### config.mk
export PLATFORM = sky130hd
export DESIGN_NAME = tlh_hist
export DESIGN_NICKNAME = d
export VERILOG_FILES = /design/src/hw/rtl/tlh_pkg.sv /design/src/hw/rtl/tlh_hist.sv
export SDC_FILE = /design/constraint.sdc
export NUM_CORES = 2
export LEC_CHECK = 0
export BUFFER_PORTS_ARGS = -buffer_cell sky130_fd_sc_hd__buf_2
export CAP_MARGIN = 10
export CELL_PAD_IN_SITES_DETAIL_PLACEMENT = 1
export CELL_PAD_IN_SITES_GLOBAL_PLACEMENT = 2
export CORE_ASPECT_RATIO = 0.7
export CORE_MARGIN = 5
export CORE_UTILIZATION = 40
export CTS_CLUSTER_DIAMETER = 60
export DETAILED_ROUTE_END_ITERATION = 16
export PLACE_DENSITY = 0.68
export SLEW_MARGIN = 0
export SYNTH_ARGS = -nofsm -noshare
export SYNTH_HDL_FRONTEND = slang
export SYNTH_SLANG_ARGS = --single-unit
### constraint.sdc
create_clock -name clk_i -period 2 [get_ports clk_i]
set_input_delay 0.2 -clock clk_i [delete_from_list [all_inputs] [get_ports clk_i]]
set_output_delay 0.2 -clock clk_i [all_outputs]
set_load 0.01 [all_outputs]
### src/hw/rtl/tlh_pkg.sv
// Package for the task latency histogram block.
// Holds payload structs, opcode/kind/register codes and inter-module structs.
// No dependencies.
package tlh_pkg;

  localparam int unsigned ID_W       = 22;
  localparam int unsigned KEY_W      = 2 * ID_W;
  localparam int unsigned TS_W       = 64;
  localparam int unsigned IDX_MAX_W  = 16;
  localparam int unsigned SLOT_MAX_W = 6;

  localparam logic [1:0] OP_START = 2'd0;
  localparam logic [1:0] OP_END   = 2'd1;
  localparam logic [1:0] OP_READ  = 2'd2;

  localparam logic [1:0] KIND_NONE  = 2'd0;
  localparam logic [1:0] KIND_EVENT = 2'd1;
  localparam logic [1:0] KIND_SLOT  = 2'd2;
  localparam logic [1:0] KIND_BAD   = 2'd3;

  localparam logic [1:0] CFG_GROUP  = 2'd0;
  localparam logic [1:0] CFG_TASK   = 2'd1;
  localparam logic [1:0] CFG_THRESH = 2'd2;

  typedef struct packed {
    logic [1:0]      opcode;
    logic [ID_W-1:0] group_id;
    logic [ID_W-1:0] task_id;
    logic [TS_W-1:0] now_ns;
    logic [4:0]      slot_select;
  } in_t;

  typedef struct packed {
    logic [1:0]      report_kind;
    logic [ID_W-1:0] report_task;
    logic [TS_W-1:0] report_end_ns;
    logic [TS_W-1:0] report_latency;
    logic [31:0]     slot_hits;
    logic [TS_W-1:0] slot_sum_ns;
  } out_t;

  typedef struct packed {
    logic             go;
    logic [KEY_W-1:0] key;
  } tab_req_t;

  typedef struct packed {
    logic                 we;
    logic                 clr;
    logic [IDX_MAX_W-1:0] idx;
    logic [KEY_W-1:0]     key;
    logic [TS_W-1:0]      ns;
  } tab_wr_t;

  typedef struct packed {
    logic                 done;
    logic                 hit;
    logic                 free_ok;
    logic [IDX_MAX_W-1:0] idx;
    logic [TS_W-1:0]      start_ns;
  } tab_resp_t;

  typedef struct packed {
    logic                  rd_en;
    logic [SLOT_MAX_W-1:0] rd_idx;
    logic                  we;
    logic [SLOT_MAX_W-1:0] wr_idx;
    logic [31:0]           hits;
    logic [TS_W-1:0]       sum;
  } hist_req_t;

  typedef struct packed {
    logic [31:0]     hits;
    logic [TS_W-1:0] sum;
  } hist_resp_t;

endpackage

### src/hw/rtl/tlh_hist.sv
// Histogram store: per-slot count and total in a synchronous memory,
// with per-slot valid flops so unwritten slots read as zero.
// Depends on tlh_pkg.
module tlh_hist #(
  parameter int unsigned SLOTS = 32
) (
  input  logic                clk_i,
  input  logic                rst_ni,
  input  tlh_pkg::hist_req_t  req_i,
  output tlh_pkg::hist_resp_t resp_o
);
  import tlh_pkg::*;

  localparam int unsigned SW = $clog2(SLOTS);

  logic [SLOTS-1:0]  valid_q;
  logic [31+TS_W:0]  mem [SLOTS];
  logic [31+TS_W:0]  rdata_q;
  logic              rvld_q;

  assign resp_o.hits = rvld_q ? rdata_q[31+TS_W:TS_W] : 32'd0;
  assign resp_o.sum  = rvld_q ? rdata_q[TS_W-1:0] : {TS_W{1'b0}};

  always_ff @(posedge clk_i or negedge rst_ni) begin
    if (!rst_ni) begin
      valid_q <= '0;
      rvld_q  <= 1'b0;
    end else begin
      if (req_i.rd_en) rvld_q <= valid_q[req_i.rd_idx[SW-1:0]];
      if (req_i.we) valid_q[req_i.wr_idx[SW-1:0]] <= 1'b1;
    end
  end

  always_ff @(posedge clk_i) begin
    if (req_i.we) mem[req_i.wr_idx[SW-1:0]] <= {req_i.hits, req_i.sum};
    if (req_i.rd_en) rdata_q <= mem[req_i.rd_idx[SW-1:0]];
  end

endmodule

=== After elaboration in Yosys (flattened, before gate mapping) ===
Memories as Yosys holds them, arrays and structs flattened. A register that Yosys moved wholly into a read port is not among the register bits.
Cells that the tools add are included.

* Bits in latches: 0
* Memories kept: 1
* Input port bits: 112
* RAM bits: 3072
* Word-level logic and storage cells: 16
* Output and inout bits: 96
* Bits in registers: 33
* ROM bits: 0

{| class="wikitable"
|+ Memory list
! name !! depth !! width !! rd ports !! clocked after Yosys merged registers in !! write ports !! RTL line !! source
|-
| mem || 32 || 96 || 1 || 1 || 1 || tlh_hist.sv:17 || <nowiki>logic [31+TS_W:0] mem [SLOTS];</nowiki>
|}

* Magnitude comparators: 3
* Add/sub/neg operators: 0
* Eq/ne operators: 0
* Shift operators: 0
* Reductions and logical operators: 1
* Bitwise operators: 1
* Div/mod/pow operators: 0
* Muxes and demuxes: 8
* Multiply operators: 0

{| class="wikitable"
|+ Operator list
! kind !! number
|-
| 64-bit two-way mux || 1
|-
| 32-bit two-way mux || 1
|-
| 32-bit bitwise OR || 1
|-
| 5-bit by 6-bit less-than comparator with 1-bit output (second input constant) || 2
|-
| 1-bit binary-select mux with 5-bit select || 1
|-
| 1-bit demux with 5-bit select || 1
|-
| 5-bit by 1-bit greater-or-equal comparator with 1-bit output (second input constant) || 1
|-
| 1-bit two-way mux || 4
|-
| 1-bit logical AND || 1
|}

=== Longest topological paths before layout ===
* Word-level depth: 5
* Gate-level depth with buffers: 8
* Mapped depth without buffers: 4

=== Worst setup path before layout ===
Ideal clock, no wire load.

* Path kind: input to register
* Start: in req_i[97] (netlist name)
* End: reg valid_q[12]
* Path slack: -3450 ps
* Arrival time: 5360 ps
* Cell stages on the path: 4
* Data required time: 1910 ps
* Buffers on the path: 1
* Setup time: 90 ps
* Cell sequence: or3b_2 > clkbuf_1 > nor2_1 > or2_2

* Longest elaborated chain between the ends: 5
* Elaborated cells on any way between the ends: 6
* Those cells by class: order compare: 2; mux: 2; bitwise: 1; reduce/logical: 1

{| class="wikitable"
|+ RTL lines
! item !! RTL line !! source
|-
| from (decl) || tlh_hist.sv:9 || <nowiki>input tlh_pkg::hist_req_t req_i,</nowiki>
|-
| 5-bit by 6-bit less-than comparator with 1-bit output (implied by the code) / 5-bit by 1-bit greater-or-equal comparator with 1-bit output (equally long branches) || tlh_hist.sv:30 || <nowiki>if (req_i.we) valid_q[req_i.wr_idx[SW-1:0]] <= 1'b1;</nowiki>
|-
| 1-bit logical AND (implied by the code) || tlh_hist.sv:30 ||
|-
| 1-bit two-way mux (implied by the code) || tlh_hist.sv:30 ||
|-
| 1-bit demux with 5-bit select (*) || tlh_hist.sv:30 ||
|-
| 32-bit bitwise OR (no source line) (*) || - ||
|-
| to (signal assigned) || tlh_hist.sv:26 || <nowiki>valid_q <= '0;</nowiki>
|-
| to (signal, indexed assignment) || tlh_hist.sv:30 ||
|-
| to (decl) || tlh_hist.sv:16 || <nowiki>logic [SLOTS-1:0] valid_q;</nowiki>
|}

Mark *: on every way between the ends. The rest lies on a longest branch, timed or not.
A chain may end at the register's enable or synchronous reset.

==> reports/qor.csv <==
stage,metric,value,unit
pwr,pwr/cell area,975.0,nW/um^2
critical_path,instance count on the critical path,5,
cts,"Reg clk slew, reported paths",0.06,ns
synthesis,synth top area cells,"edfxtp_1 78%, mux4_2 17%, mux2i_1 0.92%",
hold_path,Hold WC Path Type,in2reg,
critical_path,CP Launch Point,rvld_q,
layout,Final Instance Count excl. Fillers,10030,
cts,clk sinks,3201,
critical_path,crit-path leading delay family,buffers and inverters,
flow_run,max_cap viols,0,
floorplanning,Starting Density,0.4011,
critical_path,reg2reg path depth,3,
critical_path,Critical Path RT,1.80,ns
place,PortBufs,205,
critical_path,WP data arrival,2.17,ns
floorplanning,I/O Pins,208,
layout,Area Overhead vs Synth,20.59,%
critical_path,R2R Setup Slk,0.03,ns
layout,Finished Cell Area,146300,sq um
timing,fin crit period,2.369,ns
cts,TritonCTS Buffers,314,
routing,routed vias/inst,5.805,
cts,CTS tree,done,
floorplanning,die width,668.1,um
layout,most frequent cells in the layout,"3,168 x edfxtp_1, 896 x mux4_2, 319 x clkbuf_16",
grt,initial antenna violation count,40,
synthesis,Synth Instances,4831,
floorplanning,FP Rows,169,
grt,total global routing overflow,0,
synthesis,number of synthesized flops with an enable pin,3168,
routing,DR vias,58240,
synthesis,area fraction of the dominant cell type after synthesis,0.7844,
floorplanning,die height,470.7,um
place,placed cells,9331,
grt,largest net degree at the start of global routing,48,
timing,setup TNS,-27.46,ns
synthesis,Netlist cell types,34,
cts,Max Buffers Root-to-Sink,4,
critical_path,R2R Path End,rdata_q[84],
cts,# H-tree levels,5,
grt,number of global-route vias before repair,60690,
critical_path,worst r2r src,mem[3][84],
timing,period utilization,1.184,
timing,"Hold Violations, Final",0,
synthesis,asr flop ratio synth,0.01031,
timing,clock skew,0.04837,ns
routing,drc violations,0,
synthesis,"area leader, netlist",edfxtp_1,
critical_path,crit path cell chain,buf_6 > buf_16 > buf_12 > and2_1 > buf_2,
timing,relative slew slack,0.3082,
synthesis,Syn Std Cell Area,121300,sq um
critical_path,crit path max-delay cell type,dfrtp_4,
timing,Fmax achieved,422.1,MHz
synthesis,post-synthesis register bit count,3201,
grt,total track usage,0.2175,
critical_path,"Largest stage delay, worst path",0.52,ns
synthesis,sequential share of the synthesized area,0.7912,
routing,wire length per cell,34.26,um
cts,worst skew pair latency,0.89,ns
routing,antenna-violating nets left,0,
timing,Hold Slack,0.1371,ns
synthesis,Mean Syn Cell Area,25.10,sq um
place,dpl hpwl,199500,um
outcome,failing checks,setup timing,
timing,Setup-failing EPs final,96,
routing,total wire length,343800,um
grt,first-pass GRT wire length,484900,um
timing,RSZ-0062 raised after global routing,true,
layout,Total Nets Final,5861,
layout,layout cells sized above 1,0.3866,
routing,drt first pass iters,5,
layout,"most common cell after layout, fill and taps aside",edfxtp_1,
synthesis,syn nets,4943,
timing,Worst Slack Setup Final,-0.3690,ns
place,Routability Congestion,0.7607,
routing,drt first-iter violations,7041,
critical_path,Critical Path Fanout Max,5,
critical_path,Crit. End Element,output pin,
critical_path,crit path kind,reg2out,
synthesis,synth warn,0,
timing,fin. max-slew vios,0,
pwr,Lkg Pwr,46.70,nW
synthesis,Most used DFF post-synth,edfxtp_1,
outcome,status,finished with violations,
critical_path,Worst Path Buf+Inv,4,
pwr,Worst IR Drop VDD,627.8,uV
pwr,power consumption,142.6,mW
floorplanning,die area,314500,sq um
cts,Clock Tree Root,clkbuf_16,
floorplanning,Core Footprint,302400,sq um
timing,Tightest Pin Transition,1.034,ns
critical_path,crit path to,resp_o[75],
critical_path,Setup crit start kind,flip-flop,
place,DP Area,134300,sq um
[what timing repair did]
action | 4_1_cts | 5_1_grt
gates resized for setup | 174 | 7
setup endpoints to repair | 96 | 97
hold buffers | 101 | 0
buffers inserted | 7 | 0
hold endpoints to repair | 3108 | 0
gates cloned | 14 | 0
pin swaps | 11 | 12
[worst min-delay path: cells and delay by family]
kind	cells	cell delay, ns
buffers and inverters	2	0.32
and+or+nand+nor	2	0.30
[registers in the layout, summed over array words and instances, names as in the netlist]
name,cells
rvld_q,1
valid_q,32
mem,3072
rdata_q,96
[cells by family (layout without fill, tap and decap cells)]
family | Yosys count | count (layout) | share of synthesized area
flip-flops | 3201 | 3201 | 0.7912
multiplexers | 1097 | 1097 | 0.1839
buffers and inverters | 250 | 1407 | 0.009759
AND/OR/NAND/NOR | 203 | 203 | 0.009667
AO/OA/AOI/OAI | 80 | 80 | 0.005478
other | 0 | 27 | 0
[per-stage QoR]
step                setup WS (ns)  utilization
finish                    -0.3690       0.4837
global route              -0.4358       0.4835
CTS                       -0.4531       0.4835
detailed placement        -0.6139       0.4440
global placement          -0.6050       0.4440
floorplan                 -0.8362            -
[cell type report]
type	count	area (sq um)
Fill cell	26420	156100
Sequential cell	3201	95960
Multi-Input combinational cell	1380	24620
Timing Repair Buffer	851	10750
Clock buffer	393	8290
Tap cell	4018	5027
Clock inverter	162	1533
Antenna cell	27	67.56
Inverter	1	3.754
[where the power goes]
| part | switching, mW | total (mW) | internal, mW | leakage (nW) |
|---|---|---|---|---|
| Combinational | 4.92 | 9.34 | 4.42 | 12.9 |
| Clock | 25.3 | 57.9 | 32.6 | 4.81 |
| Sequential | 0.460 | 75.4 | 74.9 | 29.0 |
| Total | 30.6 | 143 | 112 | 46.7 |
[synth_stat cells (2+ instances only)]
cell / n
a211o_1: 7
a221o_1: 14
a31o_2: 5
and2_1: 96
buf_1: 31
buf_2: 70
buf_4: 38
buf_6: 2
clkbuf_1: 108
dfrtp_1: 33
edfxtp_1: 3168
mux2_2: 90
mux2i_1: 111
mux4_2: 896
nand2_1: 9
nand2b_1: 3
nand3_1: 4
nand3b_1: 5
nor2_1: 34
nor2b_1: 9
nor3_1: 2
nor3b_1: 3
o221ai_1: 15
o22a_1: 15
o22ai_1: 19
or2_2: 34
or3b_2: 3
[how the worst min path moves through the flow]
stage | start | to | slack, ns | cells past startpoint
finish | req_i[98] | mem[3][94] | 0.14 | 4
global route | req_i[98] | mem[3][94] | 0.11 | 4
CTS | req_i[99] | mem[3][94] | 0.06 | 4
detailed placement | rst_ni | valid_q[20] | 0.19 | 1
global placement | rst_ni | valid_q[20] | 0.20 | 1
floorplan | rst_ni | rvld_q | -0.1 | 0
[layer usage]
| metal | vias to the layer above | wire length [um] | part of all wire | track usage |
|---|---|---|---|---|
| met2 | 2581 | 160800 | 0.47 | 0.3355 |
| met4 | 10 | 7816 | 0.023 | 0.05042 |
| met3 | 489 | 25350 | 0.074 | 0.03409 |
| met5 | - | 74 | 0.00022 | 0 |
| met1 | 32330 | 149700 | 0.44 | 0.3283 |
| li1 | 22840 | - | - | - |
No activity file was read; power rests on OpenSTA's default activity.
