File: config.mk
export PLATFORM = sky130hd
export DESIGN_NAME = tlh_log2
export DESIGN_NICKNAME = d
export VERILOG_FILES = /design/src/hw/rtl/tlh_pkg.sv /design/src/hw/rtl/tlh_log2.sv
export SDC_FILE = /design/constraint.sdc
export NUM_CORES = 1
export LEC_CHECK = 0
export BUFFER_PORTS_ARGS = -buffer_cell sky130_fd_sc_hd__buf_2
export CORE_MARGIN = 5
export CORE_UTILIZATION = 55
export CTS_BUF_LIST = sky130_fd_sc_hd__clkbuf_2
export DETAILED_ROUTE_END_ITERATION = 16
export GPL_TIMING_DRIVEN = 0
export MAX_ROUTING_LAYER = met4
export PLACE_DENSITY_LB_ADDON = 0.15
export SLEW_MARGIN = 20
export SYNTH_ARGS = -nofsm -noshare
export SYNTH_HDL_FRONTEND = slang
export SYNTH_SLANG_ARGS = --single-unit
File: constraint.sdc
create_clock -name clk_i -period 1.97 [get_ports clk_i]
set_input_delay 0.591 -clock clk_i [delete_from_list [all_inputs] [get_ports clk_i]]
set_output_delay 0.591 -clock clk_i [all_outputs]
set_load 0.02 [all_outputs]
File: src/hw/rtl/tlh_pkg.sv
// Package for the task latency histogram block.
// Holds payload structs, opcode/kind/register codes and inter-module structs.
// No dependencies.
package tlh_pkg;

  localparam int unsigned ID_W       = 22;
  localparam int unsigned KEY_W      = 2 * ID_W;
  localparam int unsigned TS_W       = 64;
  localparam int unsigned IDX_MAX_W  = 16;
  localparam int unsigned SLOT_MAX_W = 6;

  localparam logic [1:0] OP_START = 2'd0;
  localparam logic [1:0] OP_END   = 2'd1;
  localparam logic [1:0] OP_READ  = 2'd2;

  localparam logic [1:0] KIND_NONE  = 2'd0;
  localparam logic [1:0] KIND_EVENT = 2'd1;
  localparam logic [1:0] KIND_SLOT  = 2'd2;
  localparam logic [1:0] KIND_BAD   = 2'd3;

  localparam logic [1:0] CFG_GROUP  = 2'd0;
  localparam logic [1:0] CFG_TASK   = 2'd1;
  localparam logic [1:0] CFG_THRESH = 2'd2;

  typedef struct packed {
    logic [1:0]      opcode;
    logic [ID_W-1:0] group_id;
    logic [ID_W-1:0] task_id;
    logic [TS_W-1:0] now_ns;
    logic [4:0]      slot_select;
  } in_t;

  typedef struct packed {
    logic [1:0]      report_kind;
    logic [ID_W-1:0] report_task;
    logic [TS_W-1:0] report_end_ns;
    logic [TS_W-1:0] report_latency;
    logic [31:0]     slot_hits;
    logic [TS_W-1:0] slot_sum_ns;
  } out_t;

  typedef struct packed {
    logic             go;
    logic [KEY_W-1:0] key;
  } tab_req_t;

  typedef struct packed {
    logic                 we;
    logic                 clr;
    logic [IDX_MAX_W-1:0] idx;
    logic [KEY_W-1:0]     key;
    logic [TS_W-1:0]      ns;
  } tab_wr_t;

  typedef struct packed {
    logic                 done;
    logic                 hit;
    logic                 free_ok;
    logic [IDX_MAX_W-1:0] idx;
    logic [TS_W-1:0]      start_ns;
  } tab_resp_t;

  typedef struct packed {
    logic                  rd_en;
    logic [SLOT_MAX_W-1:0] rd_idx;
    logic                  we;
    logic [SLOT_MAX_W-1:0] wr_idx;
    logic [31:0]           hits;
    logic [TS_W-1:0]       sum;
  } hist_req_t;

  typedef struct packed {
    logic [31:0]     hits;
    logic [TS_W-1:0] sum;
  } hist_resp_t;

endpackage

File: src/hw/rtl/tlh_log2.sv
// Iterative floor-log2 unit for a 64-bit latency: byte steps, then bit steps.
// Depends on tlh_pkg.
module tlh_log2 (
  input  logic                            clk_i,
  input  logic                            rst_ni,
  input  logic                            go_i,
  input  logic [tlh_pkg::TS_W-1:0]        value_i,
  output logic                            done_o,
  output logic [tlh_pkg::SLOT_MAX_W-1:0]  lg_o
);
  import tlh_pkg::*;

  logic                  busy_q;
  logic [TS_W-1:0]       v_q;
  logic [SLOT_MAX_W-1:0] r_q;

  assign done_o = busy_q && (v_q[TS_W-1:1] == '0);
  assign lg_o   = r_q;

  always_ff @(posedge clk_i or negedge rst_ni) begin
    if (!rst_ni) begin
      busy_q <= 1'b0;
      v_q    <= '0;
      r_q    <= '0;
    end else if (go_i) begin
      busy_q <= 1'b1;
      v_q    <= value_i;
      r_q    <= '0;
    end else if (busy_q) begin
      if (v_q[TS_W-1:8] != '0) begin
        v_q <= v_q >> 8;
        r_q <= r_q + SLOT_MAX_W'(8);
      end else if (v_q[7:1] != '0) begin
        v_q <= v_q >> 1;
        r_q <= r_q + 1'b1;
      end else begin
        busy_q <= 1'b0;
      end
    end
  end

endmodule

======== Word level (Yosys, flattened, before mapping) ========
Cells that the tools add are included.
cells by class
  $add $sub $neg .......................... 2
  reductions and logical operators ........ 7
  mux-type cells .......................... 12
operators by type and width
  kind                                          count
  2-to-1 mux 64 bit                             4
  zero test 63 bit                              1
  nonzero test 56 bit                           1
  2-to-1 mux 6 bit                              4
  nonzero test 7 bit                            1
  adder 6 x 1 -> 6 bit (second input constant)  1
  adder 6 x 4 -> 6 bit (second input constant)  1
  2-to-1 mux 1 bit                              4
  nonzero test 3 bit                            1
  AND reduction 2 bit                           1
  nonzero test 2 bit                            1
  logical AND 1 bit                             1
word-level totals
  input port bits ......................... 67
  word-level logic and storage cells ...... 24
  flip-flop bits (word level) ............. 71

======== Longest topological paths before layout ========
Gate-level depths: netlist (run 1).
  word-level depth ........................ 5
  depth in mapped cells ................... 7
  mapped depth without buffers ............ 5

======== Least setup slack after synthesis (run 1) ========
OpenSTA, ideal clock, no wires.
  path kind ............................... register -> output
  from .................................... reg v_q[12]
  to ...................................... out done_o
  stages on the path, launching flop included .. 7
  setup slack ............................. -0.296 ns
  data arrival time ....................... 1.675 ns
  cell sequence ........................... dfrtp_1 nor4_1 nand4_1 nor2_2 buf_2 nand2_4 nor3_1
between the ends
  longest elaborated chain between the ends .. 2
ends and longest elaborated chain
  element                   RTL line        text
  start: declaration        tlh_log2.sv:14  logic [TS_W-1:0] v_q;
  start signal: assignment  tlh_log2.sv:27  v_q <= value_i;
  start signal: assignment  tlh_log2.sv:31  v_q <= v_q >> 8;
  start signal: assignment  tlh_log2.sv:34  v_q <= v_q >> 1;
  zero test 63 bit          tlh_log2.sv:17  assign done_o = busy_q && (v_q[TS_W-1:1] == '0);
  logical AND 1 bit         tlh_log2.sv:17
  end: declaration          tlh_log2.sv:8   output logic done_o,
No other way between the ends.

======== Worst setup path in the final report (run 1) ========
  from .................................... reg v_q[26]
  to ...................................... out done_o
Same word-level chain as after synthesis.

==> results.md, run 1 <==
- Vias per Instance: slightly below 6
- Yosys reg bits: 70
- Global-route wire length before repair: 17000 µm
- Number of global-route vias before repair: ~3400
- IO Pins: 74
- Cell taking the most area after synthesis: dfrtp_1
- Average size of a mapped cell: 10.3 µm²
- Max-slew headroom at the worst pin: a little over three fifths
- Post-layout util: between 70 and 80%
- N_diodes: 0
- Share of layout cells above drive strength 1: 34.7%
- H-tree Lvls: 3
- Peak Freq: 366 MHz
- Num CTS Buffers: 9
- Die height: roughly 94 µm
- Crit path required time: approximately 1400 ps
- Worst Slack Setup Final: -764 ps
- Unrepaired setup endpoints after global routing: yes
- Crit-path slowest cell: dfrtp_1
- RePlAce Congestion: approximately 0.85
- Grt ovf: 0
- Final Slew Violations: 0
- PortBufs: 71
- Clk Latency, worst-skew pair: 500 ps
- Largest delay share family, worst path: simple AND/OR/NAND/NOR gates
- Switch Pwr: about 900 µW
- Critical path type: reg -> out
- Final nets: between 500 and 600
- Fillers: between 500 and 600
- Crit-path cells: nor4_2 -> nand4_1 -> nor2_2 -> buf_6 -> nand2_4 -> nor3_4 -> buf_6
- Status: finished with violations
- CORE AREA: a little under 7000 µm²
- Clock group share of total power: between 30% and 40%
- Crit share post-route: 139%
- Async S/R FF share, synth: 100%
- Vias: between 3000 and 4000
- Yosys cell types: 43
- WP buf/inv: 2
- Core Rows: 30
- Post-synthesis sequential area ratio: a little under half
- Post-layout min period: about 2700 ps
- EDFF count, synth: 0
- Multi-input gate area: about 2000 µm²
- Iter 0 DRT Violations: ~200
- DR WL/cell: between 15 and 20 µm
- DRT Pass-1 Iters: 4
- CTS tree: yes
- Switching share of power: about 28%
- Drt drc: 0
- Share of power burned in registers: between 50% and 60%
- PD cells: between 600 and 700 nW/µm²
- Max FO, Critical Path: 4
- Fin cells: 571
- CTS max path bufs: 2
- Startpoint types: flop
- Clk_skew: between 15 and 20 ps
- Post-Syn Nets: approximately 440
- Die Wd: roughly 94 µm
- Mapped Area: around 3900 µm²
- Clk slew on worst S/H paths: ~210 ps
- Final ANT Viol Nets: 0
- Worst slew pin tran: between 500 and 600 ps
- Final Setup Violations: 3
- Failing checks: negative setup slack
- Clk sinks: 70
- Largest cells by area after synthesis: dfrtp_1 45%, o2bb2a_1 12%, nand2b_1 9.4%
- Synth warn: 0
- Data arrival, critical path: 2140 ps
- Dpl hpwl: ~7500 µm
- Initial antenna violation count: 0
- Crit path top cell by count: buf_6
- Layout area overhead: 23.7%
- Internal: approximately 2.4 mW
- Main flop type after synthesis: dfrtp_1
- Die Footprint: between 8000 and 9000 µm²
- Tot GR Track Use: between 20 and 30%
- CP peak stage delay: 450 ps
- Top cell type's share of synthesized area: 45.4%
- Power, Total: between 3 and 4 mW
- Placed Cells: 543
- Leakage: slightly above 2 nW
- Setup crit end kind: primary output
- Final hold violation count: 0
- Maximum vdd drop: 0.000419 V
- Starting Density: a little under three fifths
- Combinational share of power: between 10% and 20%
- Max-cap violations: 0
- Clock Tree Root: clkbuf_2
- TNS Setup: -781 ps
- Min-Delay Path Class: in -> reg
- Gate count of the mapped netlist: between 300 and 400
- Reg area: about 1800 µm²
- Post-Route WL: ~10000 µm
- Largest net degree at the start of global routing: between 50 and 60
==> kinds of logic after synthesis <==
| logic type | count (synthesis) | share of synthesized area [%] |
|---|---|---|
| and+or+nand+nor | 127 | 19.1 |
| muxes | 4 | 1.07 |
| adders and majority gates | 2 | 0.649 |
| AOI/OAI and AO/OA | 137 | 28.7 |
| DFF | 70 | 45.4 |
| buffers and inverters | 35 | 5.06 |
==> worst register-to-register path, delay by kind of cell, from the launching register on <==
kind	cells	cell delay, ps
and+or+nand+nor	4	940
DFF	1	450
muxes	1	340
buffers and inverters	1	160
==> power groups by stage <==
stage | combinational [mW] | sequential (mW) | clock (mW)
finish | 0.505 | 1.65 | 1.09
global route | 0.559 | 1.67 | 1.17
CTS | 0.486 | 1.64 | 1.11
detailed placement | 0.469 | 1.66 | 0
global placement | 0.450 | 1.66 | 0
floorplan | 0.288 | 1.64 | 0
==> cells in the final DEF, fill, tap and decap left out, drive strengths merged, types with 4 or more instances in the layout <==
master,count
a211oi,8
buf,93
clkbuf,31
dfrtp,70
inv,4
nand2,20
nand2b,58
nand3,6
nor2,10
nor3,4
nor4,15
o21ai,65
o2bb2a,48
o31ai,6
==> cell usage after synthesis, types with 2 or more instances <==
master     n
o2bb2a_1  48
nor4_1    14
a211oi_1   8
dfrtp_1   70
nor3_1     3
buf_12     3
mux2i_1    3
o21ai_2   30
clkbuf_1  23
nand2b_1  58
ha_1       2
a21oi_1    3
o31ai_1    6
or2_2      2
nand4_1    3
o21ai_0   35
inv_1      4
buf_2      3
nor2_1     9
nand3_1    6
o311ai_1   2
nand2_1   18
or2b_1     2
==> cell type report <==
cell class	count	share of cell area, %
multi-input combinational	270	42.8
sequential	70	36.7
timing repair buffer	84	10.1
buffer	31	4.20
tap	96	2.52
clock inverter	6	2.31
clock buffer	10	1.05
inverter	4	0.315
==> per-layer routing <==
layer	part of all wire [%]	global-route usage, %	up-vias
li1	-	-	1584
met1	47	35.6	1678
met2	48	38.1	100
met3	4.8	5.69	10
met4	0.92	5.42	0
met5	0	-	-
==> flip-flops by register name, summed over array words and instances (netlist names) <==
register / flops
busy_q: 1
lg_o: 6
v_q: 63
==> stage by stage <==
step	instance area (µm²)	setup slack [ps]	hold slack [ps]
5_1_grt	4770	-899	217
3_5_place_dp	4380	-454	495
2_1_floorplan	3870	-10.1	295
3_3_place_gp	4350	-425	527
4_1_cts	4640	-864	211
6_report	4770	-764	271
==> worst paths after layout <==
path	start	endpoint	slack (ps)	cells past startpoint
max in group asynchronous	rst_ni	v_q[16]$_DFFE_PN0P_	940	3
hold / removal	value_i[60]	v_q[60]$_DFFE_PN0P_	270	3
setup / recovery	v_q[26]$_DFFE_PN0P_	done_o	-760	7
setup reg to reg	v_q[59]$_DFFE_PN0P_	lg_o[0]$_DFFE_PN0P_	-20	6
min in group asynchronous	rst_ni	v_q[3]$_DFFE_PN0P_	490	2
hold reg to reg	v_q[23]$_DFFE_PN0P_	v_q[23]$_DFFE_PN0P_	580	2
==> timing repair <==
item | 4_1_cts | 5_1_grt
buffers inserted | 3 | 8
gates cloned | 0 | 1
setup endpoints to repair | 16 | 68
hold buffers | 1 | 0
resized for setup | 26 | 15
pin swaps | 4 | 7
endpoints found under the hold margin | 19 | 0
Power figures use the tool's default switching activity.
==> inputs of run 2 (changes only) <==
--- a/config.mk
+++ b/config.mk
@@ -5,6 +5,7 @@
 export SDC_FILE = /design/constraint.sdc
 export NUM_CORES = 1
 export LEC_CHECK = 0
+export ABC_AREA = 1
 export BUFFER_PORTS_ARGS = -buffer_cell sky130_fd_sc_hd__buf_2
 export CORE_MARGIN = 5
 export CORE_UTILIZATION = 55
==> results.md, run 2 <==
- Status: finished with violations
- Failing checks: negative setup slack
- Post-Route WL: between 10000 and 15000 µm
- Max-slew headroom at the worst pin: 66.0%
- Iter 0 DRT Violations: 254
- Tot GR Track Use: 26.5%
- Post-layout min period: 2350 ps
- Fillers: 596
- Peak Freq: between 400 and 500 MHz
- Multi-input gate area: about 1800 µm²
- Commonest non-fill, non-tap cells in the layout: 175 x nand2_1, 71 x buf_2, 70 x dfrtp_1, 67 x o21ai_0, 59 x nor2_1
- Grt ovf: 0
- Top routing layer in use: met4
- Reg with most FFs: v_q
- Power, Total: 3.02 mW
- Metal3 WL: between 700 and 800 µm
- Largest net degree at the start of global routing: 51
- Worst-case reg-to-reg path depth: 13
- Setup crit end kind: primary output
- Worst slew pin tran: roughly 510 ps
- IO Pins: 74
- Reg area: ~1800 µm²
- Max FO, Critical Path: 2
- Clk_skew: 27.5 ps
- Die Footprint: between 8000 and 9000 µm²
- N_diodes: 0
- Drt drc: 0
- Starting Density: 56.9%
- CTS tree: yes
- Gate count of the mapped netlist: around 560
- Most common cell after layout, fill and taps aside: nand2_1
- Startpoint types: flop
- Commonest cells post-synth: 177 x nand2_1, 72 x o21ai_0, 70 x dfrtp_1
- Critical path endpoint: done_o
- Yosys reg bits: 70
- Share of layout cells above drive strength 1: a little under a quarter
- Crit path required time: ~1400 ps
- Vias per Instance: roughly 5.2
- Largest register FFs: 63
- Max-cap violations: 0
- Placed Cells: roughly 730
- Main flop type after synthesis: dfrtp_1
- Final Setup Violations: 1
- RePlAce Congestion: between 0.9 and 1
- Top cell type's share of synthesized area: between 40% and 50%
- Critical path type: reg -> out
- Worst reg2reg path endpoint: v_q[19]$_DFFE_PN0P_
- Crit share post-route: 119%
- EDFF count, synth: 0
- Cell taking the most area after synthesis: dfrtp_1
- H-tree Lvls: 3
- Critical R2R Launch: v_q[28]$_DFFE_PN0P_
- Die height: 94.3 µm
- CORE AREA: just under 7000 µm²
- TNS Setup: -376 ps
- Final Slew Violations: 0
- PD cells: roughly 620 nW/µm²
- Core Rows: 30
- Most numerous cell in the Yosys netlist: nand2_1
- Die Wd: about 94 µm
- Min-Delay Path Class: in -> reg
- Average size of a mapped cell: around 7.0 µm²
- Critical Path Source: v_q[28]$_DFFE_PN0P_
- Worst reg-to-reg setup slack: approximately 100 ps
- Post-Syn Nets: ~630
- Hold Slack: ~300 ps
- Final nets: around 740
- Met2 WL: between 5000 and 6000 µm
- Dpl hpwl: 7780 µm
- Post-synthesis sequential area ratio: between 40 and 50%
- Leakage: approximately 2.5 nW
- M1 wire length: around 4900 µm
- Unrepaired setup endpoints after global routing: yes
- PortBufs: around 70
- Data arrival, critical path: approximately 1800 ps
- Fin cells: a little under 800
- Clk Latency, worst-skew pair: 490 ps
- Mapped Area: a little under 4000 µm²
- Initial antenna violation count: 0
- DRT Pass-1 Iters: 5
- DR WL/cell: 14.4 µm
- Async S/R FF share, synth: 100%
- Post-layout util: 71.0%
- Synth warn: 0
- Largest cells by area after synthesis: dfrtp_1 45%, nand2_1 17%, o21ai_0 9.2%
- Yosys cell types: 23
- Final ANT Viol Nets: 0
- Layout area overhead: 24.7%
- Clock Tree Root: clkbuf_2
- Num CTS Buffers: 9
- Clk slew on worst S/H paths: 210 ps
- Global-route wire length before repair: approximately 18000 µm
- Number of global-route vias before repair: between 3000 and 4000
- CTS max path bufs: 2
- Vias: about 4000
- Worst Slack Setup Final: -376 ps
- Clk sinks: 70
- Final hold violation count: 0
- Maximum vdd drop: ~0.00044 V
[run 2: cell count changes in the layout (fill, tap and decap cells not counted), sizes merged, moves of 6 or more]
| cell | change |
|---|---|
| a211oi | -8 |
| buf | +19 |
| clkbuf | -8 |
| inv | +55 |
| nand2 | +161 |
| nand2b | -58 |
| nand3 | +27 |
| nor2 | +56 |
| nor4 | -15 |
| o21ai | +39 |
| o2bb2a | -48 |
| o31ai | -6 |
[run 2: cell type report]
| cell class | count | share of cell area, % |
|---|---|---|
| Tap cell | 96 | 2.46 |
| Timing Repair Buffer | 99 | 13.0 |
| Clock inverter | 7 | 1.33 |
| Buffer | 28 | 4.06 |
| Sequential cell | 70 | 35.9 |
| Clock buffer | 9 | 0.924 |
| Inverter | 60 | 4.62 |
| Multi-Input combinational cell | 401 | 37.7 |
[run 2: cells by family after synthesis]
group,synth area share (%)
XOR/XNOR,1.12
flip-flops,44.8
AO/OA/AOI/OAI,13.3
AND/OR/NAND/NOR,30.2
adder cells (fa/ha/maj),0.640
buffers and inverters,9.92
[run 2: worst min path at each step]
stage / from / endpoint / slack (ps) / cells past startpoint
floorplan: rst_ni / busy_q$_DFF_PN0_ / 300 / 0
global placement: v_q[1]$_DFFE_PN0P_ / v_q[1]$_DFFE_PN0P_ / 470 / 2
detailed placement: v_q[1]$_DFFE_PN0P_ / v_q[1]$_DFFE_PN0P_ / 480 / 2
CTS: value_i[60] / v_q[60]$_DFFE_PN0P_ / 270 / 3
global route: value_i[58] / v_q[58]$_DFFE_PN0P_ / 270 / 3
finish: value_i[60] / v_q[60]$_DFFE_PN0P_ / 300 / 3
[run 2: stage by stage]
stage	instance area, µm²	setup slack (ps)
finish	4870	-376
global route	4870	-565
CTS	4710	-413
detailed placement	4420	-25.3
global placement	4390	-86.4
floorplan	3910	266
[run 2: timing repair]
item	4_1_cts	5_1_grt
endpoints found under the hold margin	20	0
setup endpoints to repair	1	71
cloned	0	3
gates resized for setup	17	30
hold buffers	1	0
pin swaps	7	8
setup buffers	20	8
[run 2: power breakdown]
part / total (mW) / switching [mW] / internal (mW)
logic: 0.569 / 0.331 / 0.238
clock network: 0.825 / 0.544 / 0.281
registers: 1.63 / 0.0834 / 1.55
[run 2: metal layers]
metal / vias up / track usage [%]
met5: - / -
met2: 156 / 42.1
met1: 1847 / 34.9
met3: 22 / 4.17
met4: 0 / 8.54
li1: 1987 / -
[run 2: worst max-delay path, stage by stage (launching register included)]
cell     delay (ps)
dfrtp_1         440
nor2_1          110
nand3_1          70
nor2_1          130
nand2_1         100
nor2_1           90
nand2_1          80
nor2_2          120
buf_6           130
